<file path="config.mk">
export PLATFORM = sky130hd
export DESIGN_NAME = rgb_to_hsv_convert
export DESIGN_NICKNAME = d
export VERILOG_FILES = /design/src/rtl/rhc_pkg.sv /design/src/rtl/rhc_div_stage.sv /design/src/rtl/rgb_to_hsv_convert.sv
export SDC_FILE = /design/constraint.sdc
export NUM_CORES = 1
export LEC_CHECK = 0
export BUFFER_PORTS_ARGS = -buffer_cell sky130_fd_sc_hd__buf_2
export CAP_MARGIN = 15
export CORE_MARGIN = 2
export CORE_UTILIZATION = 25
export DETAILED_ROUTE_END_ITERATION = 10
export GPL_ROUTABILITY_DRIVEN = 0
export PLACE_DENSITY = 0.4
export SLEW_MARGIN = 0
export SYNTH_ARGS = -nofsm -noshare
export SYNTH_HDL_FRONTEND = slang
export SYNTH_SLANG_ARGS = --single-unit
</file>
<file path="constraint.sdc">
create_clock -name clk -period 9.4 [get_ports clk]
set_input_delay 0.47 -clock clk [delete_from_list [all_inputs] [get_ports clk]]
set_output_delay 0.47 -clock clk [all_outputs]
set_load 0.05 [all_outputs]
</file>
<file path="src/rtl/rhc_pkg.sv">
`timescale 1ns / 1ps

package rhc_pkg;

	localparam int CHAN_W      = 8;
	localparam int FRAC_W      = 16;
	localparam int SPAN_W      = 11;
	localparam int BITS_PER_ST = 4;
	localparam int DIV_STAGES  = FRAC_W / BITS_PER_ST;

	// Sector of the largest channel, red tested first, then green
	localparam logic [1:0] SECT_RED   = 2'd0;
	localparam logic [1:0] SECT_GREEN = 2'd1;
	localparam logic [1:0] SECT_BLUE  = 2'd2;

	typedef struct packed {
		logic [CHAN_W-1:0] red;
		logic [CHAN_W-1:0] green;
		logic [CHAN_W-1:0] blue;
	} pixel_t;

	typedef struct packed {
		logic [FRAC_W-1:0] hue;
		logic [FRAC_W-1:0] saturation;
		logic [CHAN_W-1:0] brightness;
		logic              hue_valid;
	} hsv_t;

	// Working set of the two long divisions, carried through the divider stages
	typedef struct packed {
		logic [SPAN_W-1:0] hue_rem;
		logic [SPAN_W-1:0] span;
		logic [FRAC_W-1:0] hue_quo;
		logic [CHAN_W-1:0] sat_rem;
		logic [CHAN_W-1:0] max_val;
		logic [FRAC_W-1:0] sat_quo;
		logic              hue_valid;
		logic              sat_full;
		logic              black;
	} div_t;

endpackage

</file>
<file path="src/rtl/rhc_div_stage.sv">
`timescale 1ns / 1ps

module rhc_div_stage (
	input  logic          clk,
	input  logic          arst_n,
	input  logic          in_valid,
	input  rhc_pkg::div_t in_data,
	output logic          out_valid,
	output rhc_pkg::div_t out_data
);
	import rhc_pkg::*;

	logic  valid_sx;
	div_t  data_sx;
	div_t  next;

	// Four restoring steps of each division: shift, compare, subtract
	always_comb begin
		logic [SPAN_W:0] hr;
		logic [CHAN_W:0] sr;
		next = in_data;
		for (int i = 0; i < BITS_PER_ST; i++) begin
			hr = {next.hue_rem, 1'b0};
			if (hr >= {1'b0, next.span}) begin
				hr = hr - {1'b0, next.span};
				next.hue_quo = {next.hue_quo[FRAC_W-2:0], 1'b1};
			end else begin
				next.hue_quo = {next.hue_quo[FRAC_W-2:0], 1'b0};
			end
			next.hue_rem = hr[SPAN_W-1:0];

			sr = {next.sat_rem, 1'b0};
			if (sr >= {1'b0, next.max_val}) begin
				sr = sr - {1'b0, next.max_val};
				next.sat_quo = {next.sat_quo[FRAC_W-2:0], 1'b1};
			end else begin
				next.sat_quo = {next.sat_quo[FRAC_W-2:0], 1'b0};
			end
			next.sat_rem = sr[CHAN_W-1:0];
		end
	end

	always_ff @(posedge clk or negedge arst_n) begin
		if (!arst_n) begin
			valid_sx <= 1'b0;
		end else begin
			valid_sx <= in_valid;
		end
	end

	always_ff @(posedge clk) begin
		data_sx <= next;
	end

	assign out_valid = valid_sx;
	assign out_data  = data_sx;

endmodule

</file>
<file path="src/rtl/rgb_to_hsv_convert.sv">
`timescale 1ns / 1ps

// RGB to HSV pixel converter. One pixel enters on every clock at which start is
// high; busy never rises, and each result is marked by done for one cycle, in
// input order. There is no way to hold a result off: the receiver must take it
// in the cycle that done is high. The pipeline holds the two 16-bit long
// divisions (hue and saturation), done side by side at four quotient bits per
// pipeline stage, after one stage for min/max and sector and one for the hue
// numerator and divisor setup, and followed by the output register.
// Black and grey pixels give hue 0 with hue_valid low.
module rgb_to_hsv_convert (
	input  logic            clk,
	input  logic            arst_n,
	input  logic            start,
	output logic            busy,
	input  rhc_pkg::pixel_t pixel,
	output logic            done,
	output rhc_pkg::hsv_t   result
);
	import rhc_pkg::*;

	// stage 1: largest, smallest, sector and channel difference
	logic              v_s1;
	logic [CHAN_W-1:0] max_s1;
	logic [CHAN_W-1:0] min_s1;
	logic [1:0]        sect_s1;
	logic signed [CHAN_W:0] diff_s1;

	logic [CHAN_W-1:0] mx;
	logic [CHAN_W-1:0] mn;
	logic [1:0]        sect;
	logic signed [CHAN_W:0] diff;

	always_comb begin
		mx = pixel.red;
		if (pixel.green > mx) mx = pixel.green;
		if (pixel.blue > mx) mx = pixel.blue;
		mn = pixel.red;
		if (pixel.green < mn) mn = pixel.green;
		if (pixel.blue < mn) mn = pixel.blue;
		if (pixel.red == mx) begin
			sect = SECT_RED;
			diff = $signed({1'b0, pixel.green}) - $signed({1'b0, pixel.blue});
		end else if (pixel.green == mx) begin
			sect = SECT_GREEN;
			diff = $signed({1'b0, pixel.blue}) - $signed({1'b0, pixel.red});
		end else begin
			sect = SECT_BLUE;
			diff = $signed({1'b0, pixel.red}) - $signed({1'b0, pixel.green});
		end
	end

	always_ff @(posedge clk or negedge arst_n) begin
		if (!arst_n) begin
			v_s1 <= 1'b0;
		end else begin
			v_s1 <= start && !busy;
		end
	end

	always_ff @(posedge clk) begin
		max_s1  <= mx;
		min_s1  <= mn;
		sect_s1 <= sect;
		diff_s1 <= diff;
	end

	// stage 2: delta, hue numerator with wrap, divisor span = 6 * delta
	logic [CHAN_W-1:0]   delta;
	logic [CHAN_W+1:0]   off_delta;
	logic [SPAN_W-1:0]   span;
	logic signed [SPAN_W:0] n_raw;
	logic signed [SPAN_W:0] n_wrap;
	logic                v_s2;
	div_t                div_s2;

	always_comb begin
		delta = max_s1 - min_s1;
		span  = {1'b0, delta, 2'b00} + {2'b00, delta, 1'b0};
		case (sect_s1)
			SECT_RED:   off_delta = '0;
			SECT_GREEN: off_delta = {1'b0, delta, 1'b0};
			SECT_BLUE:  off_delta = {delta, 2'b00};
			default:    off_delta = '0;
		endcase
		n_raw  = $signed({2'b00, off_delta}) + {{(SPAN_W-CHAN_W){diff_s1[CHAN_W]}}, diff_s1};
		n_wrap = n_raw[SPAN_W] ? n_raw + $signed({1'b0, span}) : n_raw;
	end

	always_ff @(posedge clk or negedge arst_n) begin
		if (!arst_n) begin
			v_s2 <= 1'b0;
		end else begin
			v_s2 <= v_s1;
		end
	end

	always_ff @(posedge clk) begin
		div_s2.hue_rem   <= n_wrap[SPAN_W-1:0];
		div_s2.span      <= span;
		div_s2.hue_quo   <= '0;
		div_s2.sat_rem   <= delta;
		div_s2.max_val   <= max_s1;
		div_s2.sat_quo   <= '0;
		div_s2.hue_valid <= (delta != '0);
		div_s2.sat_full  <= (min_s1 == '0) && (max_s1 != '0);
		div_s2.black     <= (max_s1 == '0);
	end

	// divider stages
	logic [DIV_STAGES:0] div_v;
	div_t                div_d [DIV_STAGES+1];

	assign div_v[0] = v_s2;
	assign div_d[0] = div_s2;

	for (genvar k = 0; k < DIV_STAGES; k++) begin : g_div
		rhc_div_stage u_stage (
			.clk       (clk),
			.arst_n    (arst_n),
			.in_valid  (div_v[k]),
			.in_data   (div_d[k]),
			.out_valid (div_v[k+1]),
			.out_data  (div_d[k+1])
		);
	end

	// output register: patch the special cases
	logic done_q;
	hsv_t result_q;
	div_t fin;

	assign fin = div_d[DIV_STAGES];

	always_ff @(posedge clk or negedge arst_n) begin
		if (!arst_n) begin
			done_q <= 1'b0;
		end else begin
			done_q <= div_v[DIV_STAGES];
		end
	end

	always_ff @(posedge clk) begin
		result_q.hue        <= fin.hue_valid ? fin.hue_quo : '0;
		result_q.brightness <= fin.max_val;
		result_q.hue_valid  <= fin.hue_valid;
		if (fin.black) begin
			result_q.saturation <= '0;
		end else if (fin.sat_full) begin
			result_q.saturation <= '1;
		end else begin
			result_q.saturation <= fin.sat_quo;
		end
	end

	assign busy   = 1'b0;
	assign done   = done_q;
	assign result = result_q;

endmodule
</file>
== After elaboration in Yosys (flattened, before gate mapping) ==
Cells that the tools add are included.
W data, S select, Z words.
Operators by class
  mux-type cells: 72
  reduce and logical (&&, ||, !) cells: 5
  $add $sub $neg: 37
  equal/unequal tests: 4
  $lt $le $gt $ge: 36
Operators by type and width (number)
  $ge A12 B11 Y1: 16
  $mux W11: 16
  $sub A11 B11 Y11: 15
  $mux W8: 19
  $ge A9 B8 Y1: 16
  $sub A8 B8 Y8: 16
  $mux W1: 32
  $sub A8 B8 Y9: 3
  $pmux W10 S2: 1
  $mux W9: 2
  $eq A8 B8 Y1: 2
  $gt A8 B8 Y1: 2
  $logic_not A8 Y1: 2
  $lt A8 B8 Y1: 2
  $mux W16: 1
  $reduce_bool A8 Y1: 2
  $add A11 B9 Y12: 1
  $add A10 B9 Y11: 1
  $add A11 B11 Y11: 1
  $eq A2 B1 Y1 const B: 1
  $eq A2 B2 Y1 const B: 1
  $mux W2: 1
  $logic_and A1 B1 Y1: 1
Word-level totals
  output and inout bits: 43
  flip-flop bits (word level): 330

== Longest topological paths before layout ==
Gate-level depths: netlist of run 1.
  word-level depth: 8
  depth in mapped cells: 42

== Cells and area by module ==
Synthesis of run 1 repeated with hierarchy kept, for this count alone.
Second synthesis, totals
  cells, all modules: 3130
  area total of the unflattened synthesis: 27896.8 µm²
By module, submodules not included
  rhc_div_stage at g_div[0].u_stage ...: cells each 606, seq. area each 1486.4 µm², area an instance 5362.6 µm², instances 2
  rgb_to_hsv_convert: cells each 688, seq. area each 2217.1 µm², area an instance 6294.8 µm², instances 1
  rhc_div_stage at g_div[1].u_stage: cells each 617, seq. area each 1486.4 µm², area an instance 5466.5 µm², instances 1
  rhc_div_stage at g_div[3].u_stage: cells each 613, seq. area each 1486.4 µm², area an instance 5410.2 µm², instances 1

== Worst setup path before layout of run 1 ==
OpenSTA, ideal clock, no wires.
  path type: register -> register
  start point: register div_s2 (netlist bit div_d[345])
  end point: register g_div[0].u_stage.data_sx (netlist bit g_div[0].u_stage.out_data[65])
  data arrival time: 8579 ps
  stages on the path, launching flop included: 39
  setup time: 122 ps
  period minus slack after synthesis: 8701 ps
  data required time: 9278 ps
  setup slack: 699 ps
  path through: dfxtp_1 > inv_1 > ha_1 > nor2b_1 > o31ai_1 > a211oi_1 > nor3_2 > clkbuf_1 > nand2_1 > o21ai_0 > ha_1 > nor2b_1 > o2111ai_1 > a31oi_1 > o41ai_1 > nand2_1 > a21boi_2 > clkbuf_1 > [... 3 more ...] > o31a_1 > o31a_1 > o41ai_1 > nand2b_1 > a21o_1 > a31oi_2 > clkbuf_1 > o21ai_0 > ha_1 > or4_1 > o22a_1 > a21oi_1 > nor2b_1 > o21ai_0 > nand2_1 > nor3_1 > nor2_1 > a221o_1
RTL lines
  from (decl): RTL line rgb_to_hsv_convert.sv:75  | div_t div_s2;
  to (signal assigned): RTL line rhc_div_stage.sv:52  | data_sx <= next;
  to (decl): RTL line rhc_div_stage.sv:14  | div_t data_sx;

==> metrics.md, run 1 <==
| Metric | Value |
|---|---|
| Fmax | `113.7 MHz` |
| Worst min path class | `in -> reg` |
| Top cells by area, synth | `dfxtp_1 26%, ha_1 17%, xnor2_1 5.8%` |
| DP HPWL | `57.12 mm` |
| Critical Path Sink Type | `flop` |
| Hold Path End | `v_s1` |
| Skew-Pair Late Insertion Delay | `0.56 ns` |
| Clock-pin slew on the worst setup and hold paths | `0.06 ns` |
| First-pass GRT wire length | `111.5 mm` |
| Area of the multi-input gates | `17320 µm²` |
| Critical-path top delay cell | `or4_1` |
| DP Area | `27000 µm²` |
| Filler cell count | `10490` |
| Total die area | `101300 µm²` |
| TritonCTS clock tree | `yes` |
| Root Driver | `clkbuf_16` |
| Area share of the leading cell type in the synthesized netlist | `25.53%` |
| Reg2reg setup slack | `0.60 ns` |
| Period utilization | `93.60%` |
| Via/cell ratio | `4.704` |
| Antenna diodes | `0` |
| Clock skew | `0.01641 ns` |
| Ports | `70` |
| Hold path startpoint | `start` |
| Ys async rst share | `2.174%` |
| Core box area | `98130 µm²` |
| Clock sinks | `322` |
| H-tree levels | `2` |
| Setup Viol. Count Final | `0` |
| Slowest Stage Delay on Critical Path | `0.55 ns` |
| Hold path cells | `1` |
| Most frequent cells in the layout | `343 x ha_1, 314 x dfxtp_1, 257 x nor2_1, 201 x inv_1, 198 x a21oi_1` |
| Starting DRT DRC Count | `1013` |
| Routed wire length | `70.36 mm` |
| Worst slew pin tran | `1.040 ns` |
| Max cap viols | `0` |
| Slew Limit Fails | `0` |
| Gr usage total | `13.66%` |
| Pin count of the biggest net entering global routing | `29` |
| Syn_area_per_cell | `8.667 µm²` |
| Min Tclk post-route | `8.799 ns` |
| Hold_ws | `0.1582 ns` |
| Final hold vios | `0` |
| Layout cells sized above 1 | `12.72%` |
| Syn Nets | `3238` |
| Die X | `318.3 µm` |
| RSZ-0062 raised after global routing | `no` |
| Initial antenna violation count | `0` |
| Critical path's most frequent cell | `ha_1` |
| Synth Warn # | `0` |
| Worst setup path class | `reg -> reg` |
| Vias | `20250` |
| Worst Path Arrival | `9.25 ns` |
| DRC Markers | `0` |
| CTS max path bufs | `3` |
| Drt first pass iters | `5` |
| TritonCTS buffer count | `40` |
| Crit Path Max Fanout | `13` |
| Post-synth top flop | `dfxtp_1` |
| Sequential area share after synthesis | `26.24%` |
| Outcome | `completed` |
| Sequential cell area | `6482 µm²` |
| Cell variety after synth | `97` |
| CP Launch Type | `flop` |
| Congestion Overflow GR | `0` |
| Design area | `28430 µm²` |
| Mapped Area | `24700 µm²` |
| Area Growth Syn to Fin | `15.12%` |
| R2R cell count | `35` |
| Number of I/O port buffers | `68` |
| Setup TNS | `0 ns` |
| Starting density of the core | `25.17%` |
| Largest area contributor in the netlist | `dfxtp_1` |
| Mapped Cells | `2850` |
| Critical Path RT | `9.85 ns` |
| DIE HEIGHT | `318.3 µm` |
| Site row count | `115` |
| Avg WL per Cell | `16.34 µm` |
| Commonest non-fill, non-tap cell in the layout | `ha_1` |
| R2R Path Start | `g_div[0].u_stage.out_data[59]` |
| Final ANT Viol Nets | `0` |
| Synth Register Bits | `322` |
| Number of flops mapped to enable cells by yosys | `0` |
| Nets | `3377` |
| Worst rel slew slack | `30.46%` |
| RR Endpoint | `g_div[1].u_stage.out_data[72]` |
| Vias in the first global route | `20260` |
per-stage QoR:
stage | setup WS [ns] | instances | utilization, %
global placement | 0.08674 | 4228 | 27.51
detailed placement | 0.1568 | 4228 | 27.51
finish | 0.6013 | 4306 | 28.98
floorplan | 0.6991 | 2850 | -
CTS | 0.1074 | 4301 | 28.85
global route | 0.02263 | 4306 | 28.98
worst max-delay path, delay by kind of cell (launching register included):
| family | cells | cell delay [ns] |
|---|---|---|
| fa+ha+maj | 4 | 1.43 |
| compound gates | 17 | 3.77 |
| flops | 1 | 0.32 |
| simple gates | 6 | 1.13 |
| mux | 3 | 1.16 |
| buf+inv | 5 | 0.84 |
layout make-up:
class                   count  area share (%)
flip-flops and latches    322           22.80
repair buffers            146           3.265
clock buffers              57           3.960
multi-input cells        2270           60.92
inverters                 209           2.785
clock inverters            15          0.6116
well taps                1287           5.663
logic make-up after synthesis:
group / count (synthesis) / synth area share (%)
and+or+nand+nor: 747 / 14.96
DFF: 322 / 26.24
other: 1 / 0.01518
adders and majority gates: 361 / 18.77
AOI/OAI and AO/OA: 781 / 21.21
xor gates and xnor gates: 233 / 8.262
buffers and inverters: 258 / 4.047
muxes: 147 / 6.489
how the worst max path moves through the flow:
stage	start	end	slack (ns)
after floorplan	div_d[345]	g_div[0].u_stage.out_data[65]	0.70
after global placement	div_d[347]	g_div[0].u_stage.out_data[65]	0.09
after detailed placement	div_d[346]	g_div[0].u_stage.out_data[68]	0.16
after CTS	div_d[347]	g_div[0].u_stage.out_data[68]	0.11
after global routing	g_div[2].u_stage.out_data[53]	g_div[3].u_stage.out_data[35]	0.02
final	g_div[0].u_stage.out_data[59]	g_div[1].u_stage.out_data[72]	0.60
registers in the layout (all words and copies together) (netlist names):
signal / flops
diff_s1: 9
div_d: 39
done: 1
g_div.u_stage.out_data: 208
g_div.u_stage.out_valid: 4
max_s1: 8
min_s1: 8
result: 41
sect_s1: 2
v_s1: 1
v_s2: 1
synthesized netlist by cell type (all sizes together) (23+ instances only):
library cell and count:
nor2b 56, mux2 105, ha 345, or3 23
a21o 105, o21ai 161, a211oi 24, nor2 259
nand4 29, nand2 127, o21a 64, xor2 70
clkbuf 31, inv 208, dfxtp 315, o21bai 26
a21oi 201, nor3 65, nand2b 47, and2 37
mux2i 42, xnor2 163, nand3 29
layer usage:
layer  GRT usage, %  share of wire [%]
met5              0                  0
met4          3.539                2.2
met3          1.768                3.0
met2          23.06                 46
met1          18.29                 49
repair_timing:
item                                   4_1_cts  5_1_grt
hold buffers                                 1        0
setup buffers                                0        5
resized for setup                            0       31
endpoints found under the hold margin        7        0
setup endpoints to repair                    0       41
Power of run 1 is not shown: default switching activity piles up to over one toggle a cycle in this logic, so the estimate is an artifact.
==> run 2, diff against run 1 <==
--- a/config.mk
+++ b/config.mk
@@ -9,6 +9,7 @@
 export CAP_MARGIN = 15
 export CORE_MARGIN = 2
 export CORE_UTILIZATION = 25
+export CTS_BUF_LIST = sky130_fd_sc_hd__clkbuf_16
 export DETAILED_ROUTE_END_ITERATION = 10
 export GPL_ROUTABILITY_DRIVEN = 0
 export PLACE_DENSITY = 0.4
==> run 2 against run 1 <==
Via count is essentially flat; first-iteration DRC count shrank 0.89%; maximum frequency grew 0.24%; clock skew grew 0.00069 ns; die area is the same; critical path depth is the same; design area shrank 0.14%.
==> metrics.md, run 2 (synthesis results as in run 1) <==
| Metric | Value |
|---|---|
| Pin count of the biggest net entering global routing | `29 (unchanged)` |
| Reg2reg setup slack | `0.62 ns (+0.02 ns)` |
| Hold_ws | `0.1582 ns (-0.000008000 ns)` |
| Final ANT Viol Nets | `0 (unchanged)` |
| Fmax | `113.9 MHz (+0.24%)` |
| Starting DRT DRC Count | `1004 (-0.89%)` |
| Initial antenna violation count | `0 (unchanged)` |
| Final hold vios | `0 (unchanged)` |
| Slew Limit Fails | `0 (unchanged)` |
| Worst slew pin tran | `1.040 ns (+0.0001909 ns)` |
| Congestion Overflow GR | `0 (unchanged)` |
| Nets | `3377 (unchanged)` |
| Setup TNS | `0 ns (unchanged)` |
| Max FFs per register | `208 (unchanged)` |
| Ports | `70 (unchanged)` |
| Worst setup path class | `reg -> reg` |
| Core box area | `98130 µm² (unchanged)` |
| Root Driver | `clkbuf_16` |
| Met2 Usage GRT | `23.07% (about the same)` |
| Critical Path RT | `9.85 ns (about the same)` |
| TritonCTS buffer count | `40 (unchanged)` |
| Antenna diodes | `0 (unchanged)` |
| Met3 GRT Util | `1.781% (+0.013 points)` |
| Met1 GRT Util | `18.30% (about the same)` |
| Max cap viols | `0 (unchanged)` |
| Area Growth Syn to Fin | `14.96%` |
| Critical Path Sink Type | `flop` |
| TritonCTS clock tree | `yes` |
| Clock skew | `0.01710 ns (+0.0006870 ns)` |
| CTS max path bufs | `3 (unchanged)` |
| Min Tclk post-route | `8.778 ns (-0.02114 ns)` |
| RSZ-0062 raised after global routing | `no` |
| Outcome | `completed` |
| Drt first pass iters | `5 (unchanged)` |
| H-tree levels | `2 (unchanged)` |
| Area of the multi-input gates | `17320 µm² (unchanged)` |
| Layout cells sized above 1 | `12.59% (-0.13 points)` |
| Slowest Stage Delay on Critical Path | `0.55 ns (about the same)` |
| Clock-pin slew on the worst setup and hold paths | `0.06 ns (about the same)` |
| Crit Path Max Fanout | `13 (unchanged)` |
| Vias | `20240 (-0.069%)` |
| Die X | `318.3 µm (unchanged)` |
| Clock sinks | `322 (unchanged)` |
| Critical-path top delay cell | `or4_1` |
| Filler cell count | `10500 (+0.076%)` |
| Most frequent cells in the layout | `343 x ha_1, 314 x dfxtp_1, 257 x nor2_1, 213 x inv_1, 198 x a21oi_1` |
| Starting density of the core | `25.17% (unchanged)` |
| DIE HEIGHT | `318.3 µm (unchanged)` |
| First-pass GRT wire length | `111.6 mm (about the same)` |
| DRC Markers | `0 (unchanged)` |
| Total die area | `101300 µm² (unchanged)` |
| Vias in the first global route | `20270 (+0.064%)` |
| Critical path's most frequent cell | `ha_1` |
| Sequential cell area | `6482 µm² (unchanged)` |
| CP Launch Type | `flop` |
| Crit path buffers/inverters | `5 (unchanged)` |
| Most Used Layer, Global Route | `met2` |
| Via/cell ratio | `4.700 (about the same)` |
| Period utilization | `93.38% (-0.22 points)` |
| Site row count | `115 (unchanged)` |
| Largest delay share family, worst path | `compound AO/OA/AOI/OAI gates` |
| Number of I/O port buffers | `68 (unchanged)` |
| Routed wire length | `70.32 mm (about the same)` |
| Setup Viol. Count Final | `0 (unchanged)` |
| Avg WL per Cell | `16.33 µm (about the same)` |
| Worst Path Arrival | `9.23 ns (-0.02 ns)` |
| Worst rel slew slack | `30.45% (about the same)` |
| Skew-Pair Late Insertion Delay | `0.56 ns (about the same)` |
| Gr usage total | `13.67% (about the same)` |
| Worst min path class | `in -> reg` |
| DP HPWL | `57.12 mm (unchanged)` |
| Commonest non-fill, non-tap cell in the layout | `ha_1` |
[run 2: final timing paths]
check / end / depth (start not counted) / from
min reg2reg: g_div[3].u_stage.out_data[46] / 0 / g_div[2].u_stage.out_data[42]
max: g_div[1].u_stage.out_data[72] / 35 / g_div[0].u_stage.out_data[59]
max in group asynchronous: g_div[0].u_stage.out_valid / 2 / arst_n
max reg2reg: g_div[1].u_stage.out_data[72] / 35 / g_div[0].u_stage.out_data[59]
min in group asynchronous: g_div[3].u_stage.out_valid / 2 / arst_n
min: v_s1 / 1 / start
[run 2: final cells by class]
class,count,share of cell area (%)
well taps,1287,5.671
clock inverters,31,0.8240
repair buffers,146,3.270
multi-input cells,2270,61.00
clock buffers,41,3.613
flip-flops and latches,322,22.83
inverters,209,2.789
[run 2: worst register-to-register path: cells and delay by family, from the launching register on]
family / cells / cell delay, ns
AND/OR/NAND/NOR: 6 / 1.13
buffers and inverters: 5 / 0.84
multiplexers: 3 / 1.17
flip-flops: 1 / 0.32
AO/OA/AOI/OAI: 17 / 3.74
adder cells (fa/ha/maj): 4 / 1.43
[run 2: timing repair]
| item | 4_1_cts | 5_1_grt |
|---|---|---|
| gates resized for setup | 0 | 31 |
| setup buffers | 0 | 5 |
| hold buffers | 1 | 0 |
| setup endpoints to repair | 0 | 41 |
| endpoints found under the hold margin | 7 | 0 |
[run 2: stage by stage]
| stage | worst slack (ns) | cells | area, µm² | utilization, % |
|---|---|---|---|---|
| after detailed placement | 0.1568 | 4228 | 27000 | 27.51 |
| final | 0.6225 | 4306 | 28390 | 28.94 |
| after global placement | 0.08674 | 4228 | 27000 | 27.51 |
| after CTS | 0.1071 | 4301 | 28270 | 28.81 |
| after global routing | 0.02271 | 4306 | 28390 | 28.94 |
| after floorplan | 0.6991 | 2850 | 24700 | - |
[run 2: routing by layer]
metal,up-vias,part of all wire (%)
li1,10560,-
met2,285,46
met3,87,3.0
met1,9309,49
met5,-,0
met4,0,2.2
Power of run 2 is left out for the same reason.
